### config.mk
export PLATFORM = sky130hd
export DESIGN_NAME = multichannel_sensor_scanner_top_flat
export DESIGN_NICKNAME = d
export VERILOG_FILES = /design/src/sv/mss_pkg.sv /design/src/sv/mss_req_if.sv /design/src/sv/mss_rsp_if.sv /design/src/sv/mss_isqrt.sv /design/src/sv/multichannel_sensor_scanner_top.sv /design/src/flat_wrapper.sv
export VERILOG_INCLUDE_DIRS = /design/src /design/src/sv
export SDC_FILE = /design/constraint.sdc
export NUM_CORES = 2
export LEC_CHECK = 0
export ABC_AREA = 1
export ABC_CLOCK_PERIOD_IN_PS = 9100
export BUFFER_PORTS_ARGS = -buffer_cell sky130_fd_sc_hd__buf_2
export CAP_MARGIN = 40
export CORE_ASPECT_RATIO = 0.6
export CORE_MARGIN = 2
export CORE_UTILIZATION = 26
export DETAILED_ROUTE_END_ITERATION = 8
export PLACE_DENSITY = 0.43
export RECOVER_POWER = 50
export SYNTH_ARGS = -nofsm -noshare
export SYNTH_HDL_FRONTEND = slang
export SYNTH_SLANG_ARGS = --single-unit
### constraint.sdc
create_clock -name clock -period 9.1 [get_ports clock]
set_input_delay 0 -clock clock [delete_from_list [all_inputs] [get_ports clock]]
set_output_delay 0 -clock clock [all_outputs]
set_load 0.02 [all_outputs]
### src/sv/multichannel_sensor_scanner_top_assert.svh
// Assertion macros shared by the sensor scanner RTL.
// Included by modules that check their own sequencing; no other dependencies.
`ifndef MULTICHANNEL_SENSOR_SCANNER_TOP_ASSERT_SVH
`define MULTICHANNEL_SENSOR_SCANNER_TOP_ASSERT_SVH

// Same-cycle implication, checked out of reset.
`define MSS_ASSERT_NOW(label, ante, cons, msg) \
   label: assert property (@(posedge clock) disable iff (reset) (ante) |-> (cons)) \
      else $error(msg);

// Next-cycle implication, checked out of reset.
`define MSS_ASSERT_NEXT(label, ante, cons, msg) \
   label: assert property (@(posedge clock) disable iff (reset) (ante) |=> (cons)) \
      else $error(msg);

`endif

### src/sv/mss_pkg.sv
// Shared widths, constants and register index codes of the sensor scanner.
// No dependencies; imported by the interfaces and every module.
package mss_pkg;

   localparam int CHANNELS    = 8;
   localparam int CH_W        = 3;
   localparam int CNT_W       = 4;
   localparam int WINDOW      = 5;
   localparam int WIN_DEPTH   = CHANNELS * WINDOW;
   localparam int WIN_AW      = 6;
   localparam int HEAD_W      = 3;
   localparam int LEVEL_W     = 8;
   localparam int SUM_W       = 11;
   localparam int RAW_W       = 12;
   localparam int TIME_W      = 32;
   localparam int DEB_W       = 16;
   localparam int TOL_W       = 64;
   localparam int MASK_W      = 8;
   localparam int CSR_IDX_W   = 2;
   localparam int CSR_DATA_W  = 64;

   // Square root unit: 36-bit radicand, one root bit per step
   localparam int RAD_W       = 36;
   localparam int ROOT_W      = 18;
   localparam int REM_W       = 20;
   localparam int STEP_W      = 5;

   // Shared multiplier operands and product
   localparam int MUL_A_W     = 24;
   localparam int MUL_B_W     = 22;
   localparam int PROD_W      = MUL_A_W + MUL_B_W;

   // Scaling to 0..255: m = floor((FULL_SCALE - x) * 255 / FULL_SCALE)
   // FULL_SCALE = 32 * 8189, so divide by 32 (shift) then by 8189 (reciprocal)
   localparam logic [ROOT_W-1:0]  FULL_SCALE  = 18'd262048;
   localparam logic [LEVEL_W-1:0] TOP_LEVEL   = 8'd255;
   localparam int                 Q_LSB       = 5;
   localparam int                 Q_W         = 21;
   localparam logic [Q_W-1:0]     SCALE_DIV   = 21'd8189;
   localparam logic [MUL_B_W-1:0] SCALE_RECIP = 22'd2097920;
   localparam int                 SCALE_SHIFT = 34;

   // Divide by five: floor(s / 5) = (s * 52429) >> 18 for s below 2048
   localparam logic [15:0]        FIFTH_RECIP = 16'd52429;
   localparam int                 FIFTH_SHIFT = 18;

   // Reset values of the control registers
   localparam logic [CNT_W-1:0]   COUNT_RST    = 4'd8;
   localparam logic [DEB_W-1:0]   DEBOUNCE_RST = 16'd50;

   typedef enum logic [CSR_IDX_W-1:0] {
      CSR_CHANNEL_COUNT = 2'd0,
      CSR_BUTTON_MASK   = 2'd1,
      CSR_DEBOUNCE      = 2'd2,
      CSR_TOLERANCE     = 2'd3
   } csr_index_type;

endpackage

### src/sv/mss_req_if.sv
// Scan step channel: valid/ready handshake with time and raw readings.
// Depends on mss_pkg for field widths.
interface mss_req_if import mss_pkg::*; ();
   logic                valid;
   logic                ready;
   logic [TIME_W-1:0]   now_ms;
   logic [RAW_W-1:0]    analog_raw;
   logic                pin_level;

   modport source (output valid, now_ms, analog_raw, pin_level, input ready);
   modport sink   (input valid, now_ms, analog_raw, pin_level, output ready);
endinterface

### src/sv/mss_rsp_if.sv
// Change report channel: valid/ready handshake with channel and new level.
// Depends on mss_pkg for field widths.
interface mss_rsp_if import mss_pkg::*; ();
   logic                valid;
   logic                ready;
   logic [CH_W-1:0]     channel;
   logic                is_button;
   logic [LEVEL_W-1:0]  level;

   modport source (output valid, channel, is_button, level, input ready);
   modport sink   (input valid, channel, is_button, level, output ready);
endinterface

### src/sv/mss_isqrt.sv
// Bit-serial integer square root: one root bit per cycle for the 18-bit root.
// Depends on mss_pkg for widths.
module mss_isqrt import mss_pkg::*; (
   input  logic              clock,
   input  logic              reset,
   input  logic              start,
   input  logic [RAD_W-1:0]  radicand,
   output logic              busy,
   output logic [ROOT_W-1:0] root
);

   logic [RAD_W-1:0]  rad_ff;
   logic [REM_W-1:0]  rem_ff;
   logic [ROOT_W-1:0] root_ff;
   logic [STEP_W-1:0] step_ff;

   logic [REM_W+1:0]  trial_rem;
   logic [REM_W+1:0]  trial_sub;
   logic              take;

   // Bring down the next two radicand bits and test root*4+1 against them
   always_comb begin
      trial_rem = {rem_ff, rad_ff[RAD_W-1 -: 2]};
      trial_sub = {2'b00, root_ff, 2'b01};
      take      = (trial_rem >= trial_sub);
   end

   // Load on start, then one digit step per cycle
   always_ff @(posedge clock) begin
      if (reset) begin
         step_ff <= '0;
      end else if (start) begin
         step_ff <= STEP_W'(ROOT_W);
      end else if (step_ff != '0) begin
         step_ff <= step_ff - STEP_W'(1);
      end
   end

   always_ff @(posedge clock) begin
      if (start) begin
         rad_ff  <= radicand;
         rem_ff  <= '0;
         root_ff <= '0;
      end else if (step_ff != '0) begin
         rad_ff <= {rad_ff[RAD_W-3:0], 2'b00};
         if (take) begin
            rem_ff  <= REM_W'(trial_rem - trial_sub);
            root_ff <= {root_ff[ROOT_W-2:0], 1'b1};
         end else begin
            rem_ff  <= trial_rem[REM_W-1:0];
            root_ff <= {root_ff[ROOT_W-2:0], 1'b0};
         end
      end
   end

   assign busy = (step_ff != '0);
   assign root = root_ff;

endmodule

### src/sv/multichannel_sensor_scanner_top.sv
// Round-robin scanner over eight sensor channels (buttons or linearized analog inputs with a
// five-sample moving average); one report item at most per scan step item. The block takes
// one step item at a time. A step too soon after the channel's last check and a button
// check without a change return to S_IDLE; a reporting button check goes to S_EMIT. An
// analog check runs S_SQR to S_FIX, then S_AVG, S_CMP and S_EMIT if it reports, or S_FILL
// and S_EMIT on a first visit. Its path rests on the bit-serial square root of the cubed
// reading (18 digit steps) and on the one shared 24x22 multiplier, which serves the cube,
// the scaling to 0..255 and the average in turn. A finished report waits in an output
// register, so the next step item is taken while it is pending; a further report holds the
// sequencer until the receiver takes the first. Depends on mss_pkg, mss_req_if, mss_rsp_if,
// mss_isqrt and the assertion macro header.
`include "multichannel_sensor_scanner_top_assert.svh"

module multichannel_sensor_scanner_top import mss_pkg::*; (
   input  logic                  clock,
   input  logic                  reset,
   mss_req_if.sink               req_chan,
   mss_rsp_if.source             rsp_chan,
   input  logic                  csr_we,
   input  logic [CSR_IDX_W-1:0]  csr_index,
   input  logic [CSR_DATA_W-1:0] csr_wdata
);

   typedef enum logic [3:0] {
      S_IDLE, S_CHECK, S_SQR, S_CUBE, S_ROOT_GO, S_ROOT, S_SCALE,
      S_RECIP, S_EST, S_FIX, S_FILL, S_AVG, S_CMP, S_EMIT
   } state_type;

   // Control registers
   logic [CNT_W-1:0]   channel_count_ff;
   logic [MASK_W-1:0]  button_mask_ff;
   logic [DEB_W-1:0]   debounce_ff;
   logic [TOL_W-1:0]   tol_pack_ff;

   // Per-channel state
   logic [CH_W-1:0]    scan_ptr_ff;
   logic [TIME_W-1:0]  last_check_ff [CHANNELS];
   logic [LEVEL_W-1:0] stored_level_ff [CHANNELS];
   logic               seen_ff [CHANNELS];
   logic [HEAD_W-1:0]  head_ff [CHANNELS];
   logic [SUM_W-1:0]   sum_ff [CHANNELS];

   // Sample window memory
   logic [LEVEL_W-1:0] win_mem [WIN_DEPTH];
   logic [LEVEL_W-1:0] win_rdata_ff;
   logic               win_we;
   logic [WIN_AW-1:0]  win_waddr;
   logic [LEVEL_W-1:0] win_wdata;

   // Item in flight
   state_type          state_ff;
   logic [CH_W-1:0]    ch_ff;
   logic [TIME_W-1:0]  now_ff;
   logic [RAW_W-1:0]   raw_ff;
   logic               pin_ff;
   logic [PROD_W-1:0]  prod_ff;
   logic [Q_W-1:0]     q_ff;
   logic [LEVEL_W-1:0] est_ff;
   logic [LEVEL_W-1:0] value_ff;
   logic [SUM_W-1:0]   new_sum_ff;
   logic [HEAD_W-1:0]  fill_cnt_ff;
   logic [LEVEL_W-1:0] res_level_ff;

   // Output register
   logic               rsp_valid_ff;
   logic [CH_W-1:0]    rsp_channel_ff;
   logic               rsp_button_ff;
   logic [LEVEL_W-1:0] rsp_level_ff;

   // Combinational helpers
   logic [CNT_W-1:0]   eff_count;
   logic [CNT_W-1:0]   ptr_inc;
   logic [CH_W-1:0]    next_ptr;
   logic [TIME_W-1:0]  elapsed;
   logic               too_soon;
   logic               is_btn;
   logic [LEVEL_W-1:0] btn_val;
   logic [LEVEL_W-1:0] tol;
   logic [MUL_A_W-1:0] mul_a;
   logic [MUL_B_W-1:0] mul_b;
   logic [Q_W-1:0]     fix_rem;
   logic [LEVEL_W-1:0] fix_m;
   logic [LEVEL_W-1:0] fix_value;
   logic [WIN_AW-1:0]  win_base;
   logic [WIN_AW-1:0]  rd_addr;
   logic [WIN_AW-1:0]  fill_addr;
   logic [SUM_W-1:0]   new_sum;
   logic [SUM_W-1:0]   fill_sum;
   logic [HEAD_W-1:0]  head_next;
   logic [LEVEL_W-1:0] avg;
   logic [LEVEL_W-1:0] avg_diff;
   logic               emit_free;
   logic               root_busy;
   logic [ROOT_W-1:0]  root;
   logic               req_fire;

   // Configuration writes
   always_ff @(posedge clock) begin
      if (reset) begin
         channel_count_ff <= COUNT_RST;
         button_mask_ff   <= '0;
         debounce_ff      <= DEBOUNCE_RST;
         tol_pack_ff      <= '0;
      end else if (csr_we) begin
         case (csr_index)
            CSR_CHANNEL_COUNT: channel_count_ff <= csr_wdata[CNT_W-1:0];
            CSR_BUTTON_MASK:   button_mask_ff   <= csr_wdata[MASK_W-1:0];
            CSR_DEBOUNCE:      debounce_ff      <= csr_wdata[DEB_W-1:0];
            CSR_TOLERANCE:     tol_pack_ff      <= csr_wdata[TOL_W-1:0];
            default: ;
         endcase
      end
   end

   // Advance the scan pointer and wrap at the effective channel count
   always_comb begin
      eff_count = (channel_count_ff > CNT_W'(CHANNELS)) ? CNT_W'(CHANNELS) : channel_count_ff;
      ptr_inc   = {1'b0, scan_ptr_ff} + CNT_W'(1);
      if (ptr_inc >= eff_count || ptr_inc >= CNT_W'(CHANNELS)) begin
         next_ptr = '0;
      end else begin
         next_ptr = ptr_inc[CH_W-1:0];
      end
   end

   // Debounce test and channel kind
   always_comb begin
      elapsed  = now_ff - last_check_ff[ch_ff];
      too_soon = (elapsed <= {{(TIME_W-DEB_W){1'b0}}, debounce_ff});
      is_btn   = button_mask_ff[ch_ff];
      btn_val  = {{(LEVEL_W-1){1'b0}}, ~pin_ff};
      tol      = tol_pack_ff[{ch_ff, 3'b000} +: LEVEL_W];
   end

   // Operand select of the shared multiplier
   always_comb begin
      mul_a = '0;
      mul_b = '0;
      case (state_ff)
         S_SQR: begin
            mul_a = MUL_A_W'(raw_ff);
            mul_b = MUL_B_W'(raw_ff);
         end
         S_CUBE: begin
            mul_a = prod_ff[MUL_A_W-1:0];
            mul_b = MUL_B_W'(raw_ff);
         end
         S_SCALE: begin
            mul_a = MUL_A_W'(FULL_SCALE - root);
            mul_b = MUL_B_W'(TOP_LEVEL);
         end
         S_RECIP: begin
            mul_a = MUL_A_W'(prod_ff[Q_LSB +: Q_W]);
            mul_b = SCALE_RECIP;
         end
         S_EST: begin
            mul_a = MUL_A_W'(prod_ff[SCALE_SHIFT +: LEVEL_W]);
            mul_b = MUL_B_W'(SCALE_DIV);
         end
         S_AVG: begin
            mul_a = MUL_A_W'(new_sum_ff);
            mul_b = MUL_B_W'(FIFTH_RECIP);
         end
         default: ;
      endcase
   end

   always_ff @(posedge clock) begin
      prod_ff <= mul_a * mul_b;
   end

   // Correct the reciprocal estimate and finish the window arithmetic
   always_comb begin
      fix_rem   = q_ff - prod_ff[Q_W-1:0];
      fix_m     = est_ff + LEVEL_W'(fix_rem >= SCALE_DIV);
      fix_value = TOP_LEVEL - fix_m;
      win_base  = {1'b0, ch_ff, 2'b00} + {3'b000, ch_ff};
      rd_addr   = win_base + WIN_AW'(head_ff[ch_ff]);
      fill_addr = win_base + WIN_AW'(fill_cnt_ff);
      new_sum   = sum_ff[ch_ff] - SUM_W'(win_rdata_ff) + SUM_W'(fix_value);
      fill_sum  = SUM_W'({value_ff, 2'b00}) + SUM_W'(value_ff);
      head_next = (head_ff[ch_ff] == HEAD_W'(WINDOW - 1)) ? '0
                                                         : head_ff[ch_ff] + HEAD_W'(1);
      avg       = prod_ff[FIFTH_SHIFT +: LEVEL_W];
      avg_diff  = (avg > stored_level_ff[ch_ff]) ? avg - stored_level_ff[ch_ff]
                                                 : stored_level_ff[ch_ff] - avg;
   end

   // Window write port: replace the oldest sample, or fill on a first visit
   always_comb begin
      win_we    = 1'b0;
      win_waddr = rd_addr;
      win_wdata = fix_value;
      if (state_ff == S_FIX && seen_ff[ch_ff]) begin
         win_we = 1'b1;
      end else if (state_ff == S_FILL) begin
         win_we    = 1'b1;
         win_waddr = fill_addr;
         win_wdata = value_ff;
      end
   end

   always_ff @(posedge clock) begin
      if (win_we) begin
         win_mem[win_waddr] <= win_wdata;
      end
      win_rdata_ff <= win_mem[rd_addr];
   end

   mss_isqrt u_isqrt (
      .clock    (clock),
      .reset    (reset),
      .start    (state_ff == S_ROOT_GO),
      .radicand (prod_ff[RAD_W-1:0]),
      .busy     (root_busy),
      .root     (root)
   );

   assign req_fire  = req_chan.valid && req_chan.ready;
   assign emit_free = !rsp_valid_ff || rsp_chan.ready;

   // Sequencer, per-channel state and output register
   always_ff @(posedge clock) begin
      if (reset) begin
         state_ff     <= S_IDLE;
         scan_ptr_ff  <= '0;
         rsp_valid_ff <= 1'b0;
         for (int i = 0; i < CHANNELS; i++) begin
            last_check_ff[i]   <= '0;
            stored_level_ff[i] <= '0;
            seen_ff[i]         <= 1'b0;
            head_ff[i]         <= '0;
         end
      end else begin
         // Drop a taken report unless the next one replaces it in this cycle
         if (rsp_valid_ff && rsp_chan.ready && state_ff != S_EMIT) begin
            rsp_valid_ff <= 1'b0;
         end
         case (state_ff)
            S_IDLE: begin
               if (req_fire) begin
                  scan_ptr_ff <= next_ptr;
                  ch_ff       <= next_ptr;
                  now_ff      <= req_chan.now_ms;
                  raw_ff      <= req_chan.analog_raw;
                  pin_ff      <= req_chan.pin_level;
                  state_ff    <= S_CHECK;
               end
            end
            S_CHECK: begin
               if (too_soon) begin
                  state_ff <= S_IDLE;
               end else begin
                  last_check_ff[ch_ff] <= now_ff;
                  if (!is_btn) begin
                     state_ff <= S_SQR;
                  end else if (btn_val != stored_level_ff[ch_ff]) begin
                     stored_level_ff[ch_ff] <= btn_val;
                     seen_ff[ch_ff]         <= 1'b1;
                     res_level_ff           <= btn_val;
                     state_ff               <= S_EMIT;
                  end else begin
                     state_ff <= S_IDLE;
                  end
               end
            end
            S_SQR:     state_ff <= S_CUBE;
            S_CUBE:    state_ff <= S_ROOT_GO;
            S_ROOT_GO: state_ff <= S_ROOT;
            S_ROOT: begin
               if (!root_busy) begin
                  state_ff <= S_SCALE;
               end
            end
            S_SCALE:   state_ff <= S_RECIP;
            S_RECIP: begin
               q_ff     <= prod_ff[Q_LSB +: Q_W];
               state_ff <= S_EST;
            end
            S_EST: begin
               est_ff   <= prod_ff[SCALE_SHIFT +: LEVEL_W];
               state_ff <= S_FIX;
            end
            S_FIX: begin
               if (seen_ff[ch_ff]) begin
                  sum_ff[ch_ff]  <= new_sum;
                  new_sum_ff     <= new_sum;
                  head_ff[ch_ff] <= head_next;
                  state_ff       <= S_AVG;
               end else begin
                  value_ff               <= fix_value;
                  fill_cnt_ff            <= '0;
                  seen_ff[ch_ff]         <= 1'b1;
                  stored_level_ff[ch_ff] <= fix_value;
                  res_level_ff           <= fix_value;
                  state_ff               <= S_FILL;
               end
            end
            S_FILL: begin
               fill_cnt_ff <= fill_cnt_ff + HEAD_W'(1);
               if (fill_cnt_ff == HEAD_W'(WINDOW - 1)) begin
                  sum_ff[ch_ff]  <= fill_sum;
                  head_ff[ch_ff] <= '0;
                  state_ff       <= S_EMIT;
               end
            end
            S_AVG:     state_ff <= S_CMP;
            S_CMP: begin
               if (avg_diff > tol) begin
                  stored_level_ff[ch_ff] <= avg;
                  res_level_ff           <= avg;
                  state_ff               <= S_EMIT;
               end else begin
                  state_ff <= S_IDLE;
               end
            end
            S_EMIT: begin
               if (emit_free) begin
                  rsp_valid_ff   <= 1'b1;
                  rsp_channel_ff <= ch_ff;
                  rsp_button_ff  <= is_btn;
                  rsp_level_ff   <= res_level_ff;
                  state_ff       <= S_IDLE;
               end
            end
            default:   state_ff <= S_IDLE;
         endcase
      end
   end

   assign req_chan.ready     = (state_ff == S_IDLE);
   assign rsp_chan.valid     = rsp_valid_ff;
   assign rsp_chan.channel   = rsp_channel_ff;
   assign rsp_chan.is_button = rsp_button_ff;
   assign rsp_chan.level     = rsp_level_ff;

   // Checks on sequencing and datapath ranges
   `MSS_ASSERT_NEXT(a_accept_starts_check, req_fire, state_ff == S_CHECK, "accepted item did not start a check")
   `MSS_ASSERT_NEXT(a_channel_in_range, req_fire, (ch_ff == '0 || {1'b0, ch_ff} < channel_count_ff), "scan pointer beyond channel count")
   `MSS_ASSERT_NOW(a_root_in_range, state_ff == S_SCALE, root <= FULL_SCALE, "square root above full scale")
   `MSS_ASSERT_NOW(a_button_level, rsp_valid_ff && rsp_button_ff, rsp_level_ff[LEVEL_W-1:1] == '0, "button report above one")
   `MSS_ASSERT_NOW(a_emit_matches_store, state_ff == S_EMIT, stored_level_ff[ch_ff] == res_level_ff, "report differs from stored level")

endmodule
### src/flat_wrapper.sv
// flat-port wrapper written by rule: the top's interface ports become plain ports
module multichannel_sensor_scanner_top_flat import mss_pkg::*;
  (clock, reset, csr_we, csr_index, csr_wdata, req_chan_valid, req_chan_now_ms, req_chan_analog_raw, req_chan_pin_level, req_chan_ready, rsp_chan_valid, rsp_chan_channel, rsp_chan_is_button, rsp_chan_level, rsp_chan_ready);
  mss_req_if req_chan_i ();
  mss_rsp_if rsp_chan_i ();
  input  logic clock;
  input  logic reset;
  input  logic csr_we;
  input  logic [CSR_IDX_W-1:0] csr_index;
  input  logic [CSR_DATA_W-1:0] csr_wdata;
  input wire logic [$bits(req_chan_i.valid)-1:0] req_chan_valid;
  input wire logic [$bits(req_chan_i.now_ms)-1:0] req_chan_now_ms;
  input wire logic [$bits(req_chan_i.analog_raw)-1:0] req_chan_analog_raw;
  input wire logic [$bits(req_chan_i.pin_level)-1:0] req_chan_pin_level;
  output wire logic [$bits(req_chan_i.ready)-1:0] req_chan_ready;
  output wire logic [$bits(rsp_chan_i.valid)-1:0] rsp_chan_valid;
  output wire logic [$bits(rsp_chan_i.channel)-1:0] rsp_chan_channel;
  output wire logic [$bits(rsp_chan_i.is_button)-1:0] rsp_chan_is_button;
  output wire logic [$bits(rsp_chan_i.level)-1:0] rsp_chan_level;
  input wire logic [$bits(rsp_chan_i.ready)-1:0] rsp_chan_ready;
  assign req_chan_i.valid = req_chan_valid;
  assign req_chan_i.now_ms = req_chan_now_ms;
  assign req_chan_i.analog_raw = req_chan_analog_raw;
  assign req_chan_i.pin_level = req_chan_pin_level;
  assign req_chan_ready = req_chan_i.ready;
  assign rsp_chan_valid = rsp_chan_i.valid;
  assign rsp_chan_channel = rsp_chan_i.channel;
  assign rsp_chan_is_button = rsp_chan_i.is_button;
  assign rsp_chan_level = rsp_chan_i.level;
  assign rsp_chan_i.ready = rsp_chan_ready;
  multichannel_sensor_scanner_top u_core (.clock(clock), .reset(reset), .req_chan(req_chan_i), .rsp_chan(rsp_chan_i), .csr_we(csr_we), .csr_index(csr_index), .csr_wdata(csr_wdata));
endmodule
Word level (Yosys, flattened, before mapping)
Memories as Yosys holds them, arrays and structs flattened. A register that Yosys moved wholly into a read port is not among the register bits.
Index checks and enable logic that the tools add are counted.
{"block": "word_totals", "ramBits": 760, "output_inout_bits": 14, "latchBits": 0, "inputBits": 116, "reg_bits": 340, "rom_bits": 0, "mem_count": 6}
{"name": "u_core.win_mem", "depth": 40, "word_bits": 8, "read_ports": 1, "rd_clocked_by_memory_dff": 1, "write_ports": 1, "line": "multichannel_sensor_scanner_top.sv:44", "source": "logic [LEVEL_W-1:0] win_mem [WIN_DEPTH];"}
{"name": "u_core.last_check_ff", "depth": 8, "word_bits": 32, "read_ports": 1, "rd_clocked_by_memory_dff": 1, "write_ports": 8, "line": "multichannel_sensor_scanner_top.sv:37", "source": "logic [TIME_W-1:0] last_check_ff [CHANNELS];"}
{"name": "u_core.sum_ff", "depth": 8, "word_bits": 11, "read_ports": 1, "rd_clocked_by_memory_dff": 1, "write_ports": 1, "line": "multichannel_sensor_scanner_top.sv:41", "source": "logic [SUM_W-1:0] sum_ff [CHANNELS];"}
{"name": "u_core.stored_level_ff", "depth": 8, "word_bits": 8, "read_ports": 1, "rd_clocked_by_memory_dff": 1, "write_ports": 8, "line": "multichannel_sensor_scanner_top.sv:38", "source": "logic [LEVEL_W-1:0] stored_level_ff [CHANNELS];"}
{"name": "u_core.head_ff", "depth": 8, "word_bits": 3, "read_ports": 1, "rd_clocked_by_memory_dff": 1, "write_ports": 8, "line": "multichannel_sensor_scanner_top.sv:40", "source": "logic [HEAD_W-1:0] head_ff [CHANNELS];"}
{"name": "u_core.seen_ff", "depth": 8, "word_bits": 1, "read_ports": 1, "rd_clocked_by_memory_dff": 1, "write_ports": 8, "line": "multichannel_sensor_scanner_top.sv:39", "source": "logic seen_ff [CHANNELS];"}
{"block": "classes", "n_div": 0, "n_shift": 1, "n_mux": 93, "reduce_logical": 33, "n_addsub": 18, "n_mul": 1, "n_eq_ne": 29, "bitwise": 8, "order_cmp": 9}
{"cell": "$pmux W24 S6", "n": 1}
{"cell": "$pmux W22 S5", "n": 1}
{"cell": "$mux W8", "n": 11}
{"cell": "$mux W36", "n": 2}
{"cell": "$shiftx A64 B7 Y8", "n": 1}
{"cell": "$pmux W4 S14", "n": 1}
{"cell": "$mux W1", "n": 44}
{"cell": "$mul A24 B22 Y42", "n": 1}
{"cell": "$mux W3", "n": 14}
{"cell": "$mux W4", "n": 9}
{"cell": "$le A32 B16 Y1", "n": 1}
{"cell": "$mux W32", "n": 1}
{"cell": "$reduce_or A32 Y1", "n": 1}
{"cell": "$sub A32 B32 Y32", "n": 1}
{"cell": "$eq A4 B4 Y1 const B", "n": 6}
{"cell": "$pmux W8 S3", "n": 1}
{"cell": "$ge A22 B20 Y1", "n": 1}
{"cell": "$ge A21 B13 Y1 const B", "n": 1}
{"cell": "$sub A21 B21 Y21", "n": 1}
{"cell": "$mux W20", "n": 1}
{"cell": "$sub A20 B20 Y20", "n": 1}
{"cell": "$sub A18 B18 Y19 const A", "n": 1}
{"cell": "$eq A4 B3 Y1 const B", "n": 4}
{"cell": "$gt A8 B8 Y1", "n": 2}
{"cell": "47 further kinds", "n": 84}

Longest topological paths before layout
{"block": "depth", "word_depth": 12, "depth_mapped": 41}

Cells and area by module
Synthesis repeated with hierarchy kept, for this count alone.
{"block": "hier_totals", "cells_unflattened": 7075, "area_unflattened_um2": 65487.8}
{"mod": "multichannel_sensor_scanner_top", "instances": 1, "area_each_um2": 60857.1, "seq_area_each_um2": 29378.2, "cells_each": 6422}
{"mod": "mss_isqrt", "instances": 1, "area_each_um2": 4630.7, "seq_area_each_um2": 1941.9, "cells_each": 653}

Worst setup path after synthesis
Ideal clock, no wire load.
{"block": "synth_timing", "path_type": "register to register", "from": "register u_core.u_isqrt.root_ff[0] (netlist: u_core.u_isqrt.root[0])", "to": "register u_core.prod_ff[38]", "path_stages_with_launch": 38, "setup_time_ns": 0.127, "path_buffers": 1, "path_slack_ns": 1.609, "arrival_time_ns": 7.365, "path_cell_list": "dfxtp_1 inv_1 ha_1 nand2_1 nor2_1 nand2_1 nand2_1 inv_1 nor2_1 nor2_1 nand3_1 nor2_1 nand3_1 o221ai_1 clkbuf_1 nand2_1 fa_1 inv_1 (+2 left out) fa_1 inv_1 fa_1 fa_1 fa_1 inv_1 fa_1 inv_1 ha_1 a21oi_1 nor2_1 nor2_1 nand2_1 a221oi_1 o21ai_0 a21boi_0 o21ai_0 xor2_1"}
{"block": "synth_via", "elab_chain_cells": 3}
{"element": "start, declared", "line": "mss_isqrt.sv:14", "source": "logic [ROOT_W-1:0] root_ff;"}
{"element": "start signal, assigned", "line": "mss_isqrt.sv:48", "source": "root_ff <= {root_ff[ROOT_W-2:0], 1'b1};"}
{"element": "start signal, assigned", "line": "mss_isqrt.sv:51", "source": "root_ff <= {root_ff[ROOT_W-2:0], 1'b0};"}
{"element": "$sub A18 B18 Y19", "line": "multichannel_sensor_scanner_top.sv:149", "source": "mul_a = MUL_A_W'(FULL_SCALE - root);"}
{"element": "$pmux W24 S6", "line": "multichannel_sensor_scanner_top.sv:139", "source": "case (state_ff)"}
{"element": "$mul A24 B22 Y42", "line": "multichannel_sensor_scanner_top.sv:169", "source": "prod_ff <= mul_a * mul_b;"}
{"element": "end signal, assigned", "line": "multichannel_sensor_scanner_top.sv:169"}
{"element": "end, declared", "line": "multichannel_sensor_scanner_top.sv:56", "source": "logic [PROD_W-1:0] prod_ff;"}
No other way between the ends.
A chain may end at the register's enable or synchronous reset.

Worst setup path in the final report
{"block": "layout_timing", "from": "register u_core.state_ff[3]", "to": "register u_core.prod_ff[40]"}
{"block": "layout_via", "elab_chain_cells": 4, "elab_cells_between_ends": 10, "classes_between": "mul: 1; eq/ne: 6; mux: 2; reduce/logical: 1"}
{"element": "start, declared", "line": "multichannel_sensor_scanner_top.sv:51", "source": "state_type state_ff;"}
{"element": "start signal, assigned", "line": "multichannel_sensor_scanner_top.sv:225", "source": "state_ff <= S_IDLE;"}
{"element": "start signal, assigned", "line": "multichannel_sensor_scanner_top.sv:247", "source": "state_ff <= S_CHECK;"}
{"element": "start signal, assigned", "line": "multichannel_sensor_scanner_top.sv:252", "source": "state_ff <= S_IDLE;"}
{"element": "$eq A4 B2 Y1", "line": "multichannel_sensor_scanner_top.sv:139"}
{"element": "$reduce_or A2 Y1 (no line)"}
{"element": "$pmux W22 S5", "line": "multichannel_sensor_scanner_top.sv:139"}
{"element": "$mul A24 B22 Y42 (*)", "line": "multichannel_sensor_scanner_top.sv:169"}
Every way passes the cells marked *; elsewhere a longest branch is shown, timed or not.

==> impl_metrics.ini <==
[floorplanning]
core_um2 = 247000
die_h_um = 391
die_w_um = 648
start_util_pct = 26.2
rows = 141
pin_count = 130
die_area_um2 = 253000

[clock_tree]
cts_setup_buffers = 0
cts_buffers = 114
root_buffer = clkbuf_16
clk_path_buf_depth = 3
clkTransAtPathRegs_ns = 0.07
cts_sinks = 1111
htree_num_levels = 3
cts_tree = done
clock_latency_ns = 0.78

[synthesis]
ys_seq_area_share_pct = 48.4
yosys_warnings = 0
synth.area.mux_share_pct = 0.0309
synthCells = 6897
synth_top_family_by_area = adder cells
yosys.area_share.simple_pct = 15.8
synth_ff_type = edfxtp_1
ys_ff_latch = 1111
synthAdderAreaFrac_pct = 16.3
syn-cell-area_um2 = 64700
synth-edff-count = 907
synth_top_area_share_pct = 42.1
postSynthAreaPerCell_um2 = 9.39
yosys.area.top_type = edfxtp_1
async_reset_ff_share_pct = 0
ys_top_cells_by_area = edfxtp_1 (42%), fa_1 (9.7%), nor2_1 (7.2%), ha_1 (6.6%), nand2_1 (6.4%)
synth_compound_area_share_pct = 10.6
yosys.cell_types.count = 54
synth-xor-area-share_pct = 1.64

[grt]
grt_pass1_vias = 48800
grt_pass1_wl_um = 337000
grt_usage_pct = 17.9
grt_max_degree = 133
grt-ovfl-total = 0
antenna_found_initial = 14

[critical_path]
slowest_delay_ns = 0.54
end_kind = flop
regToRegStartpoint = u_core.state_ff[3]
reg2reg_depth = 37
crit_type = flop to flop
ff2ff_setup_slack_ns = 0.13
cp-start-kind = flop
worstPathArrival_ns = 9.61
worstPathMaxFanout = 13
cpMaxStageDelayCell = a2111oi_1
required_ns = 9.74
crit_top_cell = inv_1
r2r_end = u_core.prod_ff[40]

[power_and_ir_drop]
p_total_mw = 19.2
ir_drop_mv = 0.283
power.density_nw_per_um2 = 252
power_leakage_nw = 31.2

[final_layout]
multiInputGateArea_um2 = 29000
layout.cells.non_filler = 10800
nFillCells = 25800
drive_gt1_share_pct = 6.52
layout.area.seq_um2 = 31300
post-route-util_pct = 30.9
final_area_um2 = 76200
area_growth_pct = 17.8
fin_nets = 8132

[timing]
setup_viol = 0
fin_crit_ns = 8.97
rsz0062_at_grt = false
tightest_slew_ns = 3.77
hold_slack_ns = 0.0507
finalCritPeriodShare_pct = 98.6
fmax_ghz = 0.111
worst_slack_ns = 0.128
fin_worst_skew_ns = 0.0701
slew_headroom_pct = -151
hold_viol = 0
slew_viol_final = 811
setup_tns_ns = 0

[flow_run]
maxCapViolCount = 18

[route]
wl_um = 230000
vias = 50900
drt_first_pass_iters = 8
drtIter0Drc = 4791
via_per_inst = 4.73
antenna_left = 0
drc = 0
wire_per_inst_um = 21.4

[place]
placed_area_um2 = 70600
place_inst = 10300
hpwl_um = 169000
place_congestion = 0.980
port_buffers = 129
post-place-ws_ns = 0.128

[run_status]
status = finished with violations
violations = max-capacitance violations, max-slew violations

[worst_hold_path]
hold_end = u_core.raw_ff[11]
min_from = req_chan_analog_raw[11]
whs_path_depth = 2
hold_path_class = primary input to flop
==> final cells by class <==
cell class / instances / area share, %
inverter: 968 / 4.78
sequential: 1111 / 41.1
timing repair buffer: 575 / 5.76
tap: 3289 / 5.40
clock inverter: 61 / 0.904
antenna: 7 / 0.0230
multi-input combinational: 4592 / 38.0
clock buffer: 149 / 3.98
==> cell families (layout without fill, tap and decap cells) <==
family,Yosys count,count (layout)
other cells,2,50
flops,1111,1111
mux,2,2
fa+ha+maj,654,654
xor+xnor,121,121
compound gates,1173,1173
buf+inv,1235,1753
simple gates,2599,2599
==> worst max-delay path by stage <==
stage	from	endpoint	slack, ns	cells after the start
4_1_cts	u_core.state_ff[2]	u_core.prod_ff[35]	0.09	35
2_1_floorplan	u_core.u_isqrt.root[0]	u_core.prod_ff[38]	1.61	37
3_3_place_gp	u_core.state_ff[2]	u_core.prod_ff[35]	-0.37	34
5_1_grt	u_core.u_isqrt.root[0]	u_core.prod_ff[38]	0.03	38
3_5_place_dp	u_core.state_ff[2]	u_core.prod_ff[35]	0.13	35
6_report	u_core.state_ff[3]	u_core.prod_ff[40]	0.13	37
==> state kept, by name (all words and copies together) (netlist names), 11 cells and up, named ones only <==
name and count:
u_core.win_mem 320, u_core.last_check_ff 256, u_core.sum_ff 88, u_core.stored_level_ff 64
u_core.tol_pack_ff 64, u_core.prod_ff 42, u_core.u_isqrt.rad_ff 36, u_core.now_ff 32
u_core.head_ff 24, u_core.q_ff 21, u_core.u_isqrt.rem_ff 20, u_core.u_isqrt.root 18
u_core.debounce_ff 16, u_core.raw_ff 12, u_core.new_sum_ff 11
==> critical path, delay by kind of cell (launching register included) <==
kind | cells | cell delay [ns]
adder cells (fa/ha/maj) | 8 | 3.81
AND/OR/NAND/NOR | 8 | 0.63
AO/OA/AOI/OAI | 8 | 1.88
buffers and inverters | 13 | 2.10
flip-flops | 1 | 0.40
==> cell usage after synthesis (15+ instances only) <==
| master | count |
|---|---|
| o21ai_0 | 550 |
| xnor2_1 | 44 |
| a21oi_1 | 248 |
| ha_1 | 340 |
| nand3_1 | 151 |
| edfxtp_1 | 907 |
| o32ai_1 | 80 |
| a22oi_1 | 15 |
| fa_1 | 314 |
| inv_1 | 951 |
| dfxtp_1 | 204 |
| buf_2 | 34 |
| o211ai_1 | 30 |
| a31oi_1 | 26 |
| nand4_1 | 29 |
| a221oi_1 | 16 |
| o221ai_1 | 42 |
| nor3_1 | 28 |
| o22ai_1 | 106 |
| nand2_1 | 1096 |
| nor2_1 | 1242 |
| xor2_1 | 77 |
| clkbuf_1 | 220 |
==> per-layer routing <==
metal | share of wire, % | GRT usage, % | vias up | wire length [um]
met5 | 0.11 | 0.667 | - | 249
met4 | 1.8 | 3.08 | 4 | 4230
met3 | 7.9 | 3.78 | 231 | 18100
met2 | 38 | 23.5 | 1751 | 86400
met1 | 53 | 29.3 | 25100 | 121000
li1 | - | - | 23800 | -
==> placed cells by master, fill, tap and decap left out, drive strengths merged, types with 80 or more instances in the layout <==
cell type    instances
o22ai              106
dlygate4sd3        229
nand3              159
edfxtp             907
nand2             1097
inv                963
dfxtp              204
nor2              1244
clkbuf             231
o32ai               80
ha                 340
a21oi              249
fa                 314
buf                264
o21ai              553
==> report_power, final <==
group	switching (mW)	total [mW]	internal, mW
registers	0.283	6.56	6.28
clock network	2.17	4.82	2.65
logic	5.46	7.84	2.38
total	7.91	19.2	11.3
==> timing repair <==
| item | 4_1_cts | 5_1_grt |
|---|---|---|
| endpoints found under the hold margin | 161 | 0 |
| endpoints found under the setup margin | 0 | 16 |
| gates resized for setup | 0 | 19 |
| hold buffers | 229 | 0 |
(Power assumes the default switching activity.)
